$ cat src/hw/rtl/vae_pkg.sv
package vae_pkg;

  // Defaults for the top-level parameters
  localparam int COORD_WIDTH_DEF     = 32;
  localparam int ANGLE_FRAC_BITS_DEF = 16;
  localparam int CORDIC_STEPS_DEF    = 20;

  // Rotation datapath: coordinates are scaled so their sign sits at bit 59
  localparam int DP_W      = 64;
  localparam int SCALE_MSB = 60;
  localparam int ZMAG_W    = 60;
  localparam int ZLO_W     = 32;
  localparam int ZHI_W     = ZMAG_W - ZLO_W;
  localparam int GAIN_W    = 32;

  // Angles: degrees, 48 fraction bits, signed, covers +-512 degrees
  localparam int ANG_Q = 48;
  localparam int ANG_W = 58;

  // K/2 in Q32, K = CORDIC gain limit
  localparam logic [GAIN_W-1:0] HALF_GAIN_Q32   = 32'd3536390726;
  // 180/pi in Q48
  localparam logic [63:0]       DEG_PER_RAD_Q48 = 64'd16127328204063727;

  localparam logic signed [ANG_W-1:0] ANG_180 = ANG_W'(180) <<< ANG_Q;
  localparam logic signed [ANG_W-1:0] ANG_360 = ANG_W'(360) <<< ANG_Q;

  // One item in flight through the rotation stages
  typedef struct packed {
    logic signed [DP_W-1:0]  x;
    logic signed [DP_W-1:0]  y;
    logic signed [ANG_W-1:0] ang;     // angle accumulated by this pass
    logic signed [DP_W-1:0]  zk;      // K * z, carried through the azimuth pass
    logic signed [ANG_W-1:0] az_ang;  // azimuth result, carried through elevation pass
    logic                    xy_zero;
    logic                    all_zero;
  } vae_vec_t;

  // atan(2^-step) in degrees, Q48. Truncated alternating series for step >= 1;
  // every partial sum stays positive, so unsigned arithmetic is safe.
  function automatic logic [63:0] vae_atan_entry(input int step);
    logic [63:0] acc;
    if (step == 0) begin
      acc = 64'd45 << ANG_Q;
    end else begin
      acc = DEG_PER_RAD_Q48 >> step;
      acc = acc - (DEG_PER_RAD_Q48 >> (3 * step)) / 3;
      acc = acc + (DEG_PER_RAD_Q48 >> (5 * step)) / 5;
      acc = acc - (DEG_PER_RAD_Q48 >> (7 * step)) / 7;
      acc = acc + (DEG_PER_RAD_Q48 >> (9 * step)) / 9;
      acc = acc - (DEG_PER_RAD_Q48 >> (11 * step)) / 11;
      acc = acc + (DEG_PER_RAD_Q48 >> (13 * step)) / 13;
      acc = acc - (DEG_PER_RAD_Q48 >> (15 * step)) / 15;
      acc = acc + (DEG_PER_RAD_Q48 >> (17 * step)) / 17;
      acc = acc - (DEG_PER_RAD_Q48 >> (19 * step)) / 19;
      acc = acc + (DEG_PER_RAD_Q48 >> (21 * step)) / 21;
      acc = acc - (DEG_PER_RAD_Q48 >> (23 * step)) / 23;
      acc = acc + (DEG_PER_RAD_Q48 >> (25 * step)) / 25;
      acc = acc - (DEG_PER_RAD_Q48 >> (27 * step)) / 27;
      acc = acc + (DEG_PER_RAD_Q48 >> (29 * step)) / 29;
      acc = acc - (DEG_PER_RAD_Q48 >> (31 * step)) / 31;
      acc = acc + (DEG_PER_RAD_Q48 >> (33 * step)) / 33;
      acc = acc - (DEG_PER_RAD_Q48 >> (35 * step)) / 35;
      acc = acc + (DEG_PER_RAD_Q48 >> (37 * step)) / 37;
      acc = acc - (DEG_PER_RAD_Q48 >> (39 * step)) / 39;
      acc = acc + (DEG_PER_RAD_Q48 >> (41 * step)) / 41;
      acc = acc - (DEG_PER_RAD_Q48 >> (43 * step)) / 43;
      acc = acc + (DEG_PER_RAD_Q48 >> (45 * step)) / 45;
      acc = acc - (DEG_PER_RAD_Q48 >> (47 * step)) / 47;
      acc = acc + (DEG_PER_RAD_Q48 >> (49 * step)) / 49;
      acc = acc - (DEG_PER_RAD_Q48 >> (51 * step)) / 51;
      acc = acc + (DEG_PER_RAD_Q48 >> (53 * step)) / 53;
      acc = acc - (DEG_PER_RAD_Q48 >> (55 * step)) / 55;
      acc = acc + (DEG_PER_RAD_Q48 >> (57 * step)) / 57;
      acc = acc - (DEG_PER_RAD_Q48 >> (59 * step)) / 59;
      acc = acc + (DEG_PER_RAD_Q48 >> (61 * step)) / 61;
      acc = acc - (DEG_PER_RAD_Q48 >> (63 * step)) / 63;
    end
    return acc;
  endfunction

endpackage

$ cat src/hw/rtl/vae_cordic_step.sv
module vae_cordic_step #(
  parameter int STEP = 0
) (
  input  logic              clk,
  input  logic              rst_n,
  input  logic              adv,
  input  logic              in_valid,
  input  vae_pkg::vae_vec_t in_vec,
  output logic              out_valid,
  output vae_pkg::vae_vec_t out_vec
);
  import vae_pkg::*;

  localparam logic signed [ANG_W-1:0] ATAN = ANG_W'(vae_atan_entry(STEP));

  logic signed [DP_W-1:0] dx;
  logic signed [DP_W-1:0] dy;
  vae_vec_t               vec_nxt;
  vae_vec_t               vec_r;
  logic                   valid_r;

  assign dx = in_vec.y >>> STEP;
  assign dy = in_vec.x >>> STEP;

  // Rotate toward y = 0; both updates use the old x and y
  always_comb begin
    vec_nxt = in_vec;
    if (!in_vec.y[DP_W-1]) begin
      vec_nxt.x   = in_vec.x + dx;
      vec_nxt.y   = in_vec.y - dy;
      vec_nxt.ang = in_vec.ang + ATAN;
    end else begin
      vec_nxt.x   = in_vec.x - dx;
      vec_nxt.y   = in_vec.y + dy;
      vec_nxt.ang = in_vec.ang - ATAN;
    end
  end

  always_ff @(posedge clk) begin
    if (!rst_n) begin
      valid_r <= 1'b0;
    end else if (adv) begin
      valid_r <= in_valid;
    end
  end

  always_ff @(posedge clk) begin
    if (adv) begin
      vec_r <= vec_nxt;
    end
  end

  assign out_valid = valid_r;
  assign out_vec   = vec_r;

  a_valid_hold: assert property (@(posedge clk) disable iff (!rst_n)
    !adv |=> $stable(valid_r))
    else $error("stage valid changed during stall");

  a_vec_hold: assert property (@(posedge clk) disable iff (!rst_n)
    valid_r && !adv |=> $stable(vec_r))
    else $error("stage payload changed during stall");

  a_ang_step: assert property (@(posedge clk) disable iff (!rst_n)
    adv && in_valid |=> (vec_r.ang == $past(in_vec.ang) + ATAN) ||
                        (vec_r.ang == $past(in_vec.ang) - ATAN))
    else $error("angle moved by other than one table entry");

  a_side_carry: assert property (@(posedge clk) disable iff (!rst_n)
    adv && in_valid |=> (vec_r.az_ang == $past(in_vec.az_ang)) &&
                        (vec_r.all_zero == $past(in_vec.all_zero)) &&
                        (vec_r.xy_zero == $past(in_vec.xy_zero)))
    else $error("carried fields altered by rotation stage");

endmodule

$ cat config.mk
export PLATFORM = sky130hd
export DESIGN_NAME = vae_cordic_step
export DESIGN_NICKNAME = d
export VERILOG_FILES = /design/src/hw/rtl/vae_pkg.sv /design/src/hw/rtl/vae_cordic_step.sv
export SDC_FILE = /design/constraint.sdc
export NUM_CORES = 1
export LEC_CHECK = 0
export BUFFER_PORTS_ARGS = -buffer_cell sky130_fd_sc_hd__buf_2
export CAP_MARGIN = 20
export CELL_PAD_IN_SITES_DETAIL_PLACEMENT = 1
export CELL_PAD_IN_SITES_GLOBAL_PLACEMENT = 2
export CORE_ASPECT_RATIO = 1.75
export CORE_MARGIN = 5
export CORE_UTILIZATION = 35
export DETAILED_ROUTE_END_ITERATION = 10
export GPL_ROUTABILITY_DRIVEN = 0
export PLACE_DENSITY_LB_ADDON = 0.1
export SLEW_MARGIN = 20
export SYNTH_ARGS = -nofsm -noshare
export SYNTH_HDL_FRONTEND = slang
export SYNTH_SLANG_ARGS = --single-unit
$ cat constraint.sdc
create_clock -name clk -period 5.22 [get_ports clk]
set_input_delay 0.261 -clock clk [delete_from_list [all_inputs] [get_ports clk]]
set_output_delay 0.261 -clock clk [all_outputs]
set_load 0.02 [all_outputs]
Word-level counts from Yosys, hierarchy flattened
Index checks and enable logic that the tools add are counted.
- $add $sub $neg: 5
- multiplexer cells: 1
- operator list (operator ; number):
    $mux W186 ; 1
    $sub A64 B64 Y64 ; 2
    $add A64 B64 Y64 ; 1
    $add A58 B55 Y58 const B ; 1
    $sub A58 B55 Y58 const B ; 1
- bits in registers: 311
- input bits: 314
- output and inout port bits: 311
- logic and storage cells: 14

Depth between registers and ports, before layout
Gate-level depths: netlist (run 1).
- depth in word-level cells: 2
- mapped depth: 14

Worst setup path before layout (run 1)
Ideal clock, no wire load.
- kind: input-to-reg
- from: input port in_vec[182] (netlist name)
- to: register vec_r (netlist bit out_vec[238]), data pin
- setup time: 0.263 ns
- arrival: 2.959 ns
- data required time: 4.957 ns
- path slack: 1.998 ns
- cell stages on the path: 14
- path buffers: 0
- cells stage by stage: inv_1 -> ha_1 -> fa_1 -> nand3b_1 -> a211oi_2 -> o21bai_1 -> a21oi_1 -> o21ai_1 -> o21ai_1 -> or4b_4 -> o31ai_4 -> a211oi_1 -> a311oi_1 -> xnor2_1
- RTL lines (item ; RTL line ; source):
    from (decl) ; vae_cordic_step.sv:8 ; input vae_pkg::vae_vec_t in_vec,
    to (signal assigned) ; vae_cordic_step.sv:49 ; vec_r <= vec_nxt;
    to (decl) ; vae_cordic_step.sv:19 ; vae_vec_t vec_r;

==> impl_metrics.env, run 1 <==
export IMPL_ff2ff_setup_slack_ns=4.06
export IMPL_layout_commonest_cell="buf_2"
export IMPL_wl_met1_um=36500
export IMPL_cts_sinks=310
export IMPL_clock_latency_ns=0.55
export IMPL_rsz0062_at_grt="no"
export IMPL_required_ns=5.54
export IMPL_cts_tree="built"
export IMPL_cts_setup_buffers=0
export IMPL_timing_final_max_slew_violations=0
export IMPL_drcViolationCount=0
export IMPL_port_buffers=624
export IMPL_clock_fmax_mhz=255
export IMPL_synth_seq_cells=310
export IMPL_r2r_cells=3
export IMPL_yosysSeqAreaShare_pct=42.6
export IMPL_synth_distinct_cells=87
export IMPL_setup_violations_final=0
export IMPL_min_period_ns=3.92
export IMPL_drt_total_wl_um=109000
export IMPL_cts_root_buffer="clkbuf_16"
export IMPL_grt_pass1_vias=23091
export IMPL_critPathMaxFanout=16
export IMPL_nets=3543
export IMPL_cp_start_kind="input pin"
export IMPL_yosys_most_used_dff="edfxtp_1"
export IMPL_synthArstFlopShare_pct=0
export IMPL_highest_signal_layer="met5"
export IMPL_status="complete, no violations"
export IMPL_grt_pass1_wl_um=154000
export IMPL_grt_max_degree=118
export IMPL_die_area_mm2=0.0677
export IMPL_hold_path_cell_count=2
export IMPL_clk_pin_slew_ns=0.07
export IMPL_drtIter0Drc=1021
export IMPL_hold_viol_final=0
export IMPL_p_leak_nw=12.6
export IMPL_core_area_mm2=0.0621
export IMPL_post_drt_wl_per_cell_um=28.3
export IMPL_finClkSkew_ns=0
export IMPL_synthesis_nets=2778
export IMPL_drt_first_pass_iters=5
export IMPL_h_tree_depth=2
export IMPL_hp_class="input pin to register"
export IMPL_dp_cells=3598
export IMPL_vias_per_cell=5.54
export IMPL_worstReg2RegStart="out_valid"
export IMPL_antenna_found_initial=12
export IMPL_hold_path_endpoint="out_vec[309]"
export IMPL_grt_usage_pct=30.7
export IMPL_syn2layout_area_growth_pct=31.1
export IMPL_ctsResizeCount=0
export IMPL_timing_final_crit_share_pct=75.1
export IMPL_start_util_pct=35.2
export IMPL_clock_path_buffers=3
export IMPL_die_w_um=199
export IMPL_fin_tns_setup_ns=0
export IMPL_numCtsBuffers=35
export IMPL_die_h_um=340
export IMPL_reg2reg_to="out_valid"
export IMPL_vias=21305
export IMPL_min_from="in_vec[309]"
export IMPL_powerDensity_mw_per_mm2=302
export IMPL_max_slew_margin_pct=34.7
export IMPL_postSynthAreaPerCell_um2=9.72
export IMPL_routed_wl_met3_um=6060
export IMPL_hpwl_um=87200
export IMPL_maxCapViolations=0
export IMPL_worst_pin_slew_ns=0.970
export IMPL_synth_edf_count=309
export IMPL_end_kind="register"
export IMPL_worst_setup_path_type="input pin to register"
export IMPL_crit_arrival_ns=4.24
export IMPL_final_cell_mix="buf_2, edfxtp_1, a21oi_1"
export IMPL_ir_drop_mv=0.235
export IMPL_io_pins=625
export IMPL_core_rowCount=121
export IMPL_yosys_warnings=0
export IMPL_synth_area_mm2=0.0218
export IMPL_netlist_instances=2246
export IMPL_stdcell_count=3843
export IMPL_ant_nets=0
export IMPL_final_layout_size_suffix_gt1_share_pct=24.3
export IMPL_overflow=0
export IMPL_dr_wl_met2_um=58500
worst max-delay path, stage by stage:
cell and delay (ns):
buf_2 0.10, inv_1 0.04, ha_1 0.67, nand4_1 0.31
or4_1 0.60, a21oi_1 0.26, nor3_2 0.14, o31ai_2 0.43
a21boi_1 0.15, o21ai_0 0.69, a211oi_1 0.17, a311oi_1 0.30
xnor2_1 0.10
metrics by stage:
stage,area [um^2],worst slack (ns),util [%],power [W],hold slack (ns)
finish,28600,1.30,46.1,0.00865,0.0562
global route,28600,1.12,46.1,0.00899,0.0638
CTS,28600,1.31,46.1,0.00867,0.0279
detailed placement,25700,0.710,41.5,0.00603,0.439
global placement,25700,0.806,41.5,0.00601,0.438
floorplan,21800,2.00,-,0.00484,0.360
report_power, final:
group,total (W),switching (W),internal [W]
clock,0.00250,0.00111,0.00139
combinational,0.00289,0.00194,0.000953
sequential,0.00325,0.000126,0.00313
Yosys cell counts (all sizes together), types with 39 or more instances:
library cell | n | area share (%)
a21o | 46 | 1.6
edfxtp | 309 | 43
nand4 | 39 | 1.2
nor2 | 196 | 3.4
xnor2 | 115 | 4.6
o21bai | 61 | 2.1
inv | 202 | 3.5
buf | 44 | 1.1
clkbuf | 47 | 0.81
o21ai | 145 | 3.3
a21oi | 293 | 6.8
ha | 214 | 12
nand2 | 120 | 2.1
per-layer routing:
layer / up-vias / global-route usage, %
li1: 9675 / -
met1: 10446 / 30.6
met2: 906 / 58.3
met3: 276 / 4.78
met4: 2 / 18.7
met5: - / 0
worst max-delay path by stage:
| stage | start | to | slack [ns] | cells past startpoint |
|---|---|---|---|---|
| global placement | in_vec[201] | out_vec[302] | 0.81 | 13 |
| finish | in_vec[201] | out_vec[302] | 1.30 | 13 |
| global route | in_vec[201] | out_vec[302] | 1.12 | 13 |
| floorplan | in_vec[182] | out_vec[238] | 2.00 | 14 |
| CTS | in_vec[201] | out_vec[302] | 1.31 | 13 |
| detailed placement | in_vec[201] | out_vec[302] | 0.71 | 13 |
state kept, by name, indices dropped and copies added (netlist names):
register and count:
out_valid 1, out_vec 309
cell type report:
type                    count  area [um^2]
clock inverters            22          215
well taps                 799         1000
fillers                  7196        33500
inverters                 203          763
repair buffers            819         5060
multi-input cells        1642        11400
diodes                     10         25.0
clock buffers              38          887
flip-flops and latches    310         9300
cell families after synthesis:
kind of cell | count (synthesis) | synth area share (%)
AO/OA/AOI/OAI | 739 | 21.3
adder cells (fa/ha/maj) | 218 | 12.6
AND/OR/NAND/NOR | 518 | 11.2
buffers and inverters | 294 | 5.37
multiplexers | 35 | 1.60
flip-flops | 310 | 42.6
XOR/XNOR | 132 | 5.30
timing repair:
action / CTS / global route
hold endpoints to repair: 174 / 0
endpoints found under the setup margin: 0 / 0
hold buffers: 175 / 0
Note: power is estimated with default switching activity, not from simulation.
==> run 2, diff against run 1 <==
--- a/config.mk
+++ b/config.mk
@@ -11,7 +11,7 @@
 export CELL_PAD_IN_SITES_GLOBAL_PLACEMENT = 2
 export CORE_ASPECT_RATIO = 1.75
 export CORE_MARGIN = 5
-export CORE_UTILIZATION = 35
+export CORE_UTILIZATION = 32
 export DETAILED_ROUTE_END_ITERATION = 10
 export GPL_ROUTABILITY_DRIVEN = 0
 export PLACE_DENSITY_LB_ADDON = 0.1
==> constraint.sdc (replaced) <==
create_clock -name clk -period 3.9 [get_ports clk]
set_input_delay 0.195 -clock clk [delete_from_list [all_inputs] [get_ports clk]]
set_output_delay 0.195 -clock clk [all_outputs]
set_load 0.02 [all_outputs]
==> impl_metrics.env, run 2 (same netlist as run 1, synthesis figures left out) <==
export IMPL_status="complete, no violations"
export IMPL_overflow=0
export IMPL_layout_commonest_cell="buf_2"
export IMPL_stdcell_count=4129
export IMPL_critPathBufInv=5
export IMPL_clock_path_buffers=3
export IMPL_max_slew_margin_pct=31.7
export IMPL_reg2reg_to="out_valid"
export IMPL_die_area_mm2=0.0737
export IMPL_grt_pass1_vias=23970
export IMPL_required_ns=4.26
export IMPL_clk_pin_slew_ns=0.07
export IMPL_hold_path_endpoint="out_vec[246]"
export IMPL_highest_signal_layer="met5"
export IMPL_io_pins=625
export IMPL_multiInputGateArea_mm2=0.0114
export IMPL_crit_arrival_ns=4.00
export IMPL_cts_tree="built"
export IMPL_routed_wl_met3_um=6390
export IMPL_final_layout_size_suffix_gt1_share_pct=28.9
export IMPL_h_tree_depth=1
export IMPL_powerDensity_mw_per_mm2=388
export IMPL_ant_nets=0
export IMPL_crit_path_frequent_cell="buf_4"
export IMPL_core_rowCount=126
export IMPL_path_delay_family="compound AO/OA/AOI/OAI gates"
export IMPL_p_leak_nw=13.5
export IMPL_regArea_mm2=0.00930
export IMPL_min_period_ns=3.65
export IMPL_clock_latency_ns=0.61
export IMPL_timing_final_max_slew_violations=0
export IMPL_cts_sinks=310
export IMPL_cts_root_buffer="clkbuf_16"
export IMPL_nets=3735
export IMPL_path_cells="buf_2, inv_1, ha_1, nand2b_1, a21oi_1, o21ai_0, o21ai_0, buf_4, o2111ai_1, buf_4, a31oi_1, o21ai_1, and2_1, o211ai_1, o21ai_1, xnor2_1, buf_4"
export IMPL_placed_area_mm2=0.0274
export IMPL_fillCellCount=7853
export IMPL_ff2ff_setup_slack_ns=2.69
export IMPL_critPathMaxFanout=5
export IMPL_vias=22087
export IMPL_hold_viol_final=0
export IMPL_r2r_cells=3
export IMPL_worstReg2RegStart="out_valid"
export IMPL_antenna_found_initial=16
export IMPL_cts_setup_buffers=0
export IMPL_grt_pass1_wl_um=166000
export IMPL_maxCapViolations=0
export IMPL_numCtsBuffers=31
export IMPL_hold_path_cell_count=3
export IMPL_drtIter0Drc=1279
export IMPL_largest_reg_flops=309
export IMPL_postCtsHoldBufs=177
export IMPL_ir_drop_mv=0.317
export IMPL_drcViolationCount=0
export IMPL_port_buffers=624
export IMPL_grt_max_degree=106
export IMPL_setup_violations_final=0
export IMPL_finalWorstSetupSlack_ns=0.252
export IMPL_end_kind="register"
export IMPL_post_drt_wl_per_cell_um=28.1
export IMPL_fin_area_mm2=0.0302
export IMPL_cp_slowest_cell="o21ai_0"
export IMPL_rsz0062_at_grt="no"
export IMPL_fin_tns_setup_ns=0
export IMPL_drt_first_pass_iters=5
export IMPL_dp_cells=3889
export IMPL_syn2layout_area_growth_pct=38.1
export IMPL_die_h_um=356
export IMPL_dr_wl_met2_um=61600
export IMPL_worst_pin_slew_ns=1.02
export IMPL_min_from="in_vec[246]"
export IMPL_dp_slack_ns=-0.293
export IMPL_final_cell_mix="buf_2, edfxtp_1, a21oi_1"
export IMPL_core_area_mm2=0.0676
export IMPL_die_w_um=207
export IMPL_hpwl_um=93600
export IMPL_wl_met1_um=39900
export IMPL_worst_setup_path_type="input pin to register"
export IMPL_grt_usage_pct=29.9
export IMPL_drt_total_wl_um=116000
export IMPL_hp_class="input pin to register"
export IMPL_ctsResizeCount=0
export IMPL_timing_final_crit_share_pct=93.5
export IMPL_cp_start_kind="input pin"
export IMPL_critical_path_max_stage_delay_ns=0.62
export IMPL_finClkSkew_ns=0
export IMPL_vias_per_cell=5.35
export IMPL_clock_fmax_mhz=274
export IMPL_start_util_pct=32.3
[run 2: cell count changes in the layout (fill, tap and decap cells not counted), sizes merged, moves of 5 or more]
| cell | previous run | this run |
|---|---|---|
| clkinv | 17 | 10 |
| buf | 644 | 838 |
| inv | 203 | 208 |
| clkbuf | 38 | 33 |
[run 2: layout make-up]
type | count | share of cell area, %
Antenna cell | 8 | 0.0664
Clock buffer | 33 | 2.60
Clock inverter | 22 | 0.730
Inverter | 203 | 2.53
Multi-Input combinational cell | 1642 | 37.7
Sequential cell | 310 | 30.8
Tap cell | 896 | 3.72
Timing Repair Buffer | 1015 | 21.9
[run 2: worst reg2reg max path: stages (launching register included)]
cell           delay (ns)
dfxtp_1              0.33
mux2i_1              0.15
nor2b_1              0.07
dlygate4sd3_1        0.56
[run 2: power by group]
part / internal [W] / leakage, nW / switching [W]
logic: 0.00152 / 9.95 / 0.00274
clock network: 0.00167 / 0.481 / 0.00145
registers: 0.00418 / 3.03 / 0.000156
[run 2: routing by layer]
metal,vias to the layer above,global-route usage [%]
met5,-,0
met4,6,16.9
met3,268,5.02
met2,895,57.3
met1,10862,30.3
li1,10056,-
[run 2: worst max-delay path by stage]
stage | from | to | slack [ns] | depth (start not counted)
after floorplan | in_vec[182] | out_vec[238] | 0.74 | 14
after global placement | in_vec[200] | out_vec[297] | -0.22 | 16
after detailed placement | in_vec[183] | out_vec[297] | -0.29 | 17
after CTS | in_vec[183] | out_vec[297] | 0.35 | 17
after global routing | in_vec[183] | out_vec[297] | 0.13 | 17
final | in_vec[183] | out_vec[297] | 0.25 | 17
[run 2: through the flow]
stage	hold slack [ns]	util, %	power [W]
after floorplan	0.294	-	0.00648
after global placement	0.371	40.5	0.00841
after detailed placement	0.373	40.5	0.00844
after CTS	0.00903	44.6	0.0118
after global routing	0.0367	44.6	0.0122
final	0.0464	44.6	0.0117
